--- src/motor_current_protection_timer_unit_defines.svh ---
// Assertion macros for the motor current protection timer
`ifndef MOTOR_CURRENT_PROTECTION_TIMER_UNIT_DEFINES_SVH
`define MOTOR_CURRENT_PROTECTION_TIMER_UNIT_DEFINES_SVH

`ifndef NO_ASSERTIONS
`define MCPT_ASSERT_SAME(label, clk, rst_n, ante, cons, msg) \
    label: assert property (@(posedge clk) disable iff (!rst_n) (ante) |-> (cons)) \
        else $error(msg);
`define MCPT_ASSERT_NEXT(label, clk, rst_n, ante, cons, msg) \
    label: assert property (@(posedge clk) disable iff (!rst_n) (ante) |=> (cons)) \
        else $error(msg);
`else
`define MCPT_ASSERT_SAME(label, clk, rst_n, ante, cons, msg)
`define MCPT_ASSERT_NEXT(label, clk, rst_n, ante, cons, msg)
`endif

`endif

--- src/mcpt_pkg.sv ---
`timescale 1ns / 1ps
package mcpt_pkg;

    localparam int unsigned VAL_W = 16;
    localparam int unsigned COMM_W = 4;
    localparam int unsigned CFG_IDX_W = 3;

    localparam logic [VAL_W-1:0] VAL_MAX = '1;

    localparam logic [VAL_W-1:0] OC_THRESHOLD_RST  = 16'd15000;
    localparam logic [VAL_W-1:0] OC_TRIP_TICKS_RST = 16'd100;
    localparam logic [VAL_W-1:0] OC_HOLD_TICKS_RST = 16'd5000;
    localparam logic [VAL_W-1:0] OL_THRESHOLD_RST  = 16'd8000;
    localparam logic [VAL_W-1:0] OL_TRIP_TICKS_RST = 16'd5000;
    localparam logic [VAL_W-1:0] OL_HOLD_TICKS_RST = 16'd1000;
    localparam logic [VAL_W-1:0] SPEED_WINDOW_RST  = 16'd1000;

    typedef enum logic [CFG_IDX_W-1:0] {
        CFG_OC_THRESHOLD  = 3'd0,
        CFG_OC_TRIP_TICKS = 3'd1,
        CFG_OC_HOLD_TICKS = 3'd2,
        CFG_OL_THRESHOLD  = 3'd3,
        CFG_OL_TRIP_TICKS = 3'd4,
        CFG_OL_HOLD_TICKS = 3'd5,
        CFG_SPEED_WINDOW  = 3'd6
    } t_cfg_idx;

    typedef struct packed {
        logic [VAL_W-1:0]  current_sample;
        logic [COMM_W-1:0] commutations;
    } t_in_item;

    typedef struct packed {
        logic             over_current;
        logic             over_load;
        logic [VAL_W-1:0] speed;
        logic             speed_valid;
    } t_out_item;

    typedef struct packed {
        logic [VAL_W-1:0] threshold;
        logic [VAL_W-1:0] trip_ticks;
        logic [VAL_W-1:0] hold_ticks;
    } t_chan_cfg;

    typedef struct packed {
        logic [VAL_W-1:0] speed;
        logic             speed_valid;
    } t_speed_res;

endpackage

--- src/mcpt_chan.sv ---
`timescale 1ns / 1ps
module mcpt_chan (
    input  logic                         i_clk,
    input  logic                         i_rst_n,
    input  logic                         i_adv,
    input  logic [mcpt_pkg::VAL_W-1:0]   i_cur,
    input  mcpt_pkg::t_chan_cfg          i_cfg,
    output logic                         o_flag
);
    import mcpt_pkg::*;

    logic             r_flag;
    logic [VAL_W-1:0] r_cnt;
    logic             n_flag;
    logic [VAL_W-1:0] n_cnt;
    logic [VAL_W-1:0] cnt_inc;

    always_comb begin
        n_flag  = r_flag;
        n_cnt   = r_cnt;
        cnt_inc = (r_cnt != VAL_MAX) ? r_cnt + VAL_W'(1) : r_cnt;
        priority if (i_cur > i_cfg.threshold) begin
            if (!r_flag) begin
                if (cnt_inc > i_cfg.trip_ticks) begin
                    n_flag = 1'b1;
                    n_cnt  = i_cfg.hold_ticks;
                end else begin
                    n_cnt = cnt_inc;
                end
            end
        end else if (!r_flag) begin
            n_cnt = '0;
        end else if (r_cnt != '0) begin
            n_cnt = r_cnt - VAL_W'(1);
        end else begin
            n_flag = 1'b0;
        end
    end

    always_ff @(posedge i_clk) begin
        if (!i_rst_n) begin
            r_flag <= 1'b0;
            r_cnt  <= '0;
        end else if (i_adv) begin
            r_flag <= n_flag;
            r_cnt  <= n_cnt;
        end
    end

    assign o_flag = n_flag;

endmodule

--- src/mcpt_speed.sv ---
`timescale 1ns / 1ps
module mcpt_speed (
    input  logic                          i_clk,
    input  logic                          i_rst_n,
    input  logic                          i_adv,
    input  logic [mcpt_pkg::COMM_W-1:0]   i_comm,
    input  logic [mcpt_pkg::VAL_W-1:0]    i_window,
    output mcpt_pkg::t_speed_res          o_res
);
    import mcpt_pkg::*;

    logic [VAL_W-1:0] r_win;
    logic [VAL_W-1:0] r_sum;
    logic [VAL_W-1:0] r_latch;
    logic [VAL_W-1:0] n_win;
    logic [VAL_W-1:0] n_sum;
    logic [VAL_W-1:0] n_latch;
    logic             n_valid;
    logic [VAL_W:0]   sum_wide;
    logic [VAL_W-1:0] sum_sat;

    always_comb begin
        sum_wide = {1'b0, r_sum} + (VAL_W+1)'(i_comm);
        sum_sat  = sum_wide[VAL_W] ? VAL_MAX : sum_wide[VAL_W-1:0];
        if (r_win >= i_window) begin
            n_win   = '0;
            n_sum   = '0;
            n_latch = sum_sat;
            n_valid = 1'b1;
        end else begin
            n_win   = r_win + VAL_W'(1);
            n_sum   = sum_sat;
            n_latch = r_latch;
            n_valid = 1'b0;
        end
    end

    always_ff @(posedge i_clk) begin
        if (!i_rst_n) begin
            r_win   <= '0;
            r_sum   <= '0;
            r_latch <= '0;
        end else if (i_adv) begin
            r_win   <= n_win;
            r_sum   <= n_sum;
            r_latch <= n_latch;
        end
    end

    assign o_res.speed       = n_latch;
    assign o_res.speed_valid = n_valid;

endmodule

--- src/motor_current_protection_timer_unit.sv ---
// An accepted request waits in the input register and moves to the result register when that is free.
// Throughput: one request per cycle while results are taken; input register and result register run as a
// two-stage pipeline, the result register frees as soon as the result is taken.
// Reset (synchronous, active low): thresholds, trip and hold times and window load
// their defaults; flags, counters, sum and latched speed clear; both stages empty.
`timescale 1ns / 1ps
`include "motor_current_protection_timer_unit_defines.svh"
module motor_current_protection_timer_unit (
    input  logic                             i_clk,
    input  logic                             i_rst_n,
    input  logic                             i_in_valid,
    output logic                             o_in_ready,
    input  mcpt_pkg::t_in_item               i_in_data,
    output logic                             o_out_valid,
    input  logic                             i_out_ready,
    output mcpt_pkg::t_out_item              o_out_data,
    input  logic                             i_cfg_valid,
    output logic                             o_cfg_ready,
    input  logic [mcpt_pkg::CFG_IDX_W-1:0]   i_cfg_index,
    input  logic [mcpt_pkg::VAL_W-1:0]       i_cfg_data
);
    import mcpt_pkg::*;

    t_chan_cfg        r_oc_cfg;
    t_chan_cfg        r_ol_cfg;
    logic [VAL_W-1:0] r_speed_window;

    t_in_item         r_in;
    logic             r_in_vld;
    t_out_item        r_out;
    logic             r_out_vld;

    logic             s2_load;
    logic             adv;
    logic             in_acc;
    logic             oc_flag;
    logic             ol_flag;
    t_speed_res       speed_res;

    assign s2_load    = !r_out_vld || i_out_ready;
    assign adv        = r_in_vld && s2_load;
    assign o_in_ready = !r_in_vld || s2_load;
    assign in_acc     = i_in_valid && o_in_ready;
    assign o_cfg_ready = 1'b1;

    always_ff @(posedge i_clk) begin
        if (!i_rst_n) begin
            r_oc_cfg       <= '{OC_THRESHOLD_RST, OC_TRIP_TICKS_RST, OC_HOLD_TICKS_RST};
            r_ol_cfg       <= '{OL_THRESHOLD_RST, OL_TRIP_TICKS_RST, OL_HOLD_TICKS_RST};
            r_speed_window <= SPEED_WINDOW_RST;
        end else if (i_cfg_valid) begin
            unique case (t_cfg_idx'(i_cfg_index))
                CFG_OC_THRESHOLD:  r_oc_cfg.threshold  <= i_cfg_data;
                CFG_OC_TRIP_TICKS: r_oc_cfg.trip_ticks <= i_cfg_data;
                CFG_OC_HOLD_TICKS: r_oc_cfg.hold_ticks <= i_cfg_data;
                CFG_OL_THRESHOLD:  r_ol_cfg.threshold  <= i_cfg_data;
                CFG_OL_TRIP_TICKS: r_ol_cfg.trip_ticks <= i_cfg_data;
                CFG_OL_HOLD_TICKS: r_ol_cfg.hold_ticks <= i_cfg_data;
                CFG_SPEED_WINDOW:  r_speed_window      <= i_cfg_data;
                default: ;
            endcase
        end
    end

    always_ff @(posedge i_clk) begin
        if (!i_rst_n) begin
            r_in_vld <= 1'b0;
        end else if (in_acc) begin
            r_in_vld <= 1'b1;
        end else if (adv) begin
            r_in_vld <= 1'b0;
        end
    end

    always_ff @(posedge i_clk) begin
        if (in_acc) begin
            r_in <= i_in_data;
        end
    end

    mcpt_chan u_oc (
        .i_clk   (i_clk),
        .i_rst_n (i_rst_n),
        .i_adv   (adv),
        .i_cur   (r_in.current_sample),
        .i_cfg   (r_oc_cfg),
        .o_flag  (oc_flag)
    );

    mcpt_chan u_ol (
        .i_clk   (i_clk),
        .i_rst_n (i_rst_n),
        .i_adv   (adv),
        .i_cur   (r_in.current_sample),
        .i_cfg   (r_ol_cfg),
        .o_flag  (ol_flag)
    );

    mcpt_speed u_speed (
        .i_clk    (i_clk),
        .i_rst_n  (i_rst_n),
        .i_adv    (adv),
        .i_comm   (r_in.commutations),
        .i_window (r_speed_window),
        .o_res    (speed_res)
    );

    always_ff @(posedge i_clk) begin
        if (!i_rst_n) begin
            r_out_vld <= 1'b0;
        end else if (adv) begin
            r_out_vld <= 1'b1;
        end else if (i_out_ready) begin
            r_out_vld <= 1'b0;
        end
    end

    always_ff @(posedge i_clk) begin
        if (adv) begin
            r_out.over_current <= oc_flag;
            r_out.over_load    <= ol_flag;
            r_out.speed        <= speed_res.speed;
            r_out.speed_valid  <= speed_res.speed_valid;
        end
    end

    assign o_out_valid = r_out_vld;
    assign o_out_data  = r_out;

    `MCPT_ASSERT_NEXT(a_in_to_out, i_clk, i_rst_n, r_in_vld && !r_out_vld, r_out_vld, "request in input stage did not reach result register")
    `MCPT_ASSERT_SAME(a_ready_full, i_clk, i_rst_n, !o_in_ready, r_in_vld && r_out_vld, "ready low without both stages full")
    `MCPT_ASSERT_NEXT(a_acc_held, i_clk, i_rst_n, in_acc, r_in_vld, "accepted request not held in input stage")

endmodule

--- config.mk ---
export PLATFORM = sky130hd
export DESIGN_NAME = motor_current_protection_timer_unit
export DESIGN_NICKNAME = d
export VERILOG_FILES = /design/src/mcpt_pkg.sv /design/src/mcpt_chan.sv /design/src/mcpt_speed.sv /design/src/motor_current_protection_timer_unit.sv
export VERILOG_INCLUDE_DIRS = /design/src /design/src/src
export SDC_FILE = /design/constraint.sdc
export NUM_CORES = 1
export LEC_CHECK = 0
export BUFFER_PORTS_ARGS = -buffer_cell sky130_fd_sc_hd__buf_2
export CORE_MARGIN = 4
export CORE_UTILIZATION = 35
export DETAILED_ROUTE_END_ITERATION = 16
export PLACE_DENSITY = 0.61
export SETUP_SLACK_MARGIN = 0.2
export SYNTH_ARGS = -nofsm -noshare
export SYNTH_HDL_FRONTEND = slang
export SYNTH_HIERARCHICAL = 1
export SYNTH_SLANG_ARGS = --single-unit
--- constraint.sdc ---
create_clock -name i_clk -period 4.3 [get_ports i_clk]
set_input_delay 0.43 -clock i_clk [delete_from_list [all_inputs] [get_ports i_clk]]
set_output_delay 0.43 -clock i_clk [all_outputs]
set_load 0.1 [all_outputs]
==> results.toml <==
[power_and_ir_drop]
ir_drop_uv = 314.4
power_frac_comb = 0.131
power_density_nw_per_um2 = 357.5
pwr-share-seq = 0.423
p_leak_nw = 6.611
clock_power_share = 0.446
intPower_mw = 4.065
p_sw_mw = 1.487
switching_share = 0.2678

[setup_path]
endpoint_kind = "flip-flop"
critical-path-top-delay-family = "simple AND/OR/NAND/NOR gates"
r2r-start = "u_oc/r_cnt[10]$_SDFFE_PN0P_"
cp.arrival_ps = 4340
critPathMaxFanout = 6
required_ps = 4730
crit_start = "u_oc/r_cnt[10]$_SDFFE_PN0P_"
cp_cell_sequence = "nand4_1 -> or2_2 -> nor4_1 -> xnor2_1 -> nand2_1 -> ha_1 -> nand4_1 -> or3_1 -> a211oi_1 -> and4b_1 -> nor3_1 -> nor3_1 -> o311a_1"
critPathKind = "reg2reg"
cp.buffers_inverters = 0
slowest_stage = "or3_1"
max_stage_delay_ps = 450
start_kind = "flip-flop"

[global_route]
grt_pass1_wl_um = 60530
grt_pass1_vias = 10920
antenna_found_initial = 0
grt-ovfl-total = 0
grt_use_total = 0.1758
grt_max_degree = 71

[yosys]
syn-num-nets = 1700
synth_area_um2 = 13750
syn_avg_cell_area_um2 = 8.793
synth-main-ff-cell = "dfxtp_1"
yosys_register_bits = 235
ys_async_sr_fraction = 0
syn_inst = 1564
synth_warnings = 6
ys_seq_area_frac = 0.3705
synth-edff-count = 39
ys_types = 94

[timing]
worst_pin_slew_ps = 1165
fmax_mhz = 255.8
fin_ws_ps = 390.1
slew_viol_final = 0
rsz0062_at_grt = "no"
relSlewSlack = 0.2191
min_period_ps = 3910
setup_viol = 0
finClkSkew_ps = 19.37
finalCritPeriodShare = 0.9093
fin_setup_tns_ps = 0
finalHoldViolCount = 0

[cells_and_area]
final_cells = 2132
fin_nets = 1730
drive_above_1_share = 0.1227
finish.utilization = 0.4009
nFillCells = 3899
regArea_um2 = 5102
syn2layout_area_growth_pct = 12.94
multi_input_area_um2 = 7865
diodes = 0

[placement]
gp_congestion = 0.9214
numPortBuffers = 64
dp.cells = 2079
post-place-ws_ps = 215.1
hpwl_um = 27590

[min_path]
hold_start = "i_in_data[12]"
hold_class = "in2reg"

[drt]
antenna_left = 0
drcViolationCount = 0
drt_iter0_markers = 934
vias = 11440
drt_first_pass_iters = 5
postRouteWirelength_um = 37900
vias_per_cell = 5.367
wl_per_cell_um = 17.77

[cts]
htreeDepth = 1
cts_sinks = 235
cts_buffer_depth = 3
cts_root_buf = "clkbuf_16"
clock_latency_ps = 540
cts_buffers = 27
path_clk_slew_ps = 60
cts_tree = "yes"

[die]
rows = 72
ios = 66
dieArea_um2 = 42530
die_w_um = 206.2
core_um2 = 38740
initial_utilization = 0.3550
die_y_um = 206.2

[outcome]
status = "finished, final reports clean"

[job]
cap_viol_max_count = 0
area by class of cell:
type                    instances  share of cell area
inverters                     103             0.02489
clock inverters                12             0.01273
clock buffers                  37             0.04850
flip-flops and latches        235              0.3285
repair buffers                 98             0.03722
multi-input cells            1129              0.5064
well taps                     518             0.04173
timing repair:
action	4_1_cts	5_1_grt
pin swaps	0	4
setup buffers	0	4
endpoints found under the setup margin	1	36
hold buffers	0	0
gates resized for setup	1	13
cells in the mapped netlist (5+ instances only):
cell,count,area [um2]
nor4_1,13,81.33
inv_1,100,375.4
buf_6,6,67.56
nand3_1,71,355.3
o21ai_0,36,180.2
a311oi_1,7,61.31
o21a_1,11,82.58
a21boi_0,6,45.04
a21o_1,10,75.07
clkbuf_1,47,176.4
nor2_1,78,292.8
or4_1,11,82.58
nor3_1,24,120.1
o211ai_1,32,240.2
or2_2,5,31.28
mux2i_1,120,1201
a31oi_1,19,118.9
buf_4,7,52.55
edfxtp_1,39,1171
nand4_1,25,156.4
o22ai_1,6,37.54
a21oi_1,84,420.4
nand2b_1,7,43.79
mux2_2,5,56.30
xor2_1,18,157.7
buf_2,31,155.2
a211oi_1,11,82.58
o21ai_1,7,35.03
and3_1,15,93.84
a32oi_1,5,43.79
xnor2_1,22,192.7
ha_1,91,1139
dfxtp_1,196,3924
nand2_1,190,713.2
nor2b_1,61,381.6
nand4b_1,6,52.55
o31ai_1,5,37.54
or3_1,27,168.9
and2_1,7,43.79
cells by family (layout without fill, tap and decap cells):
kind of cell / count (synthesis) / count (layout) / share of synthesized area
xor+xnor: 40 / 40 / 0.02547
other cells: 1 / 1 / 0.0002727
flops: 235 / 235 / 0.3705
buf+inv: 200 / 250 / 0.06387
compound gates: 290 / 290 / 0.1429
fa+ha+maj: 92 / 92 / 0.08425
simple gates: 580 / 580 / 0.2205
mux: 126 / 126 / 0.09226
worst register-to-register path: cells and delay by family (launching register included):
family	cells	cell delay [ps]
compound gates	2	610
fa+ha+maj	1	310
flops	1	350
xor+xnor	1	180
simple gates	9	2350
routing by layer:
metal,vias to the layer above,track usage,part of all wire
met4,0,0.04848,0.025
li1,5652,-,-
met2,314,0.2908,0.47
met3,66,0.02416,0.051
met1,5411,0.2412,0.45
met5,-,0,0
sequential cells by signal (all words and copies together), names as in the netlist:
name             count
u_speed/r_sum       16
u_ol/r_flag          1
u_speed/r_win       16
u_oc/r_flag          1
u_ol/r_cnt          16
u_speed/r_latch     16
r_speed_window      16
o_out_data          19
r_ol_cfg            48
r_in_vld             1
r_oc_cfg            48
r_in                20
o_out_valid          1
u_oc/r_cnt          16
power by group through the flow:
stage	combinational [mW]	clock (mW)	sequential (mW)
global placement	0.715	0	2.39
global route	0.796	2.64	2.35
detailed placement	0.721	0	2.39
floorplan	0.473	0	2.43
finish	0.729	2.48	2.35
CTS	0.724	2.53	2.34
cell usage in the layout, fill, tap and decap left out, drive strengths merged, types with 44 or more instances in the layout:
master,n
nand2,192
a21oi,85
nand3,71
mux2i,120
buf,98
inv,104
o21ai,44
ha,91
nor2,79
nor2b,61
dfxtp,196
worst paths after layout:
| kind | slack [ps] | cells past startpoint | end |
|---|---|---|---|
| setup / recovery | 390 | 13 | u_oc/r_cnt[1]$_SDFFE_PN0P_ |
| hold / removal | 70 | 1 | r_in[12]$_DFFE_PP_ |
| setup reg to reg | 390 | 13 | u_oc/r_cnt[1]$_SDFFE_PN0P_ |
| hold reg to reg | 450 | 2 | r_oc_cfg[0]$_SDFFE_PN0P_ |
stage by stage:
step / instance area (um2) / power [mW] / hold WS [ps]
2_1_floorplan: 13750 / 2.904 / 430.3
3_3_place_gp: 14500 / 3.106 / 441.8
3_5_place_dp: 14500 / 3.113 / 446.1
4_1_cts: 15450 / 5.596 / 43.05
5_1_grt: 15530 / 5.786 / 45.66
6_report: 15530 / 5.553 / 68.43
(Power assumes the default switching activity.)
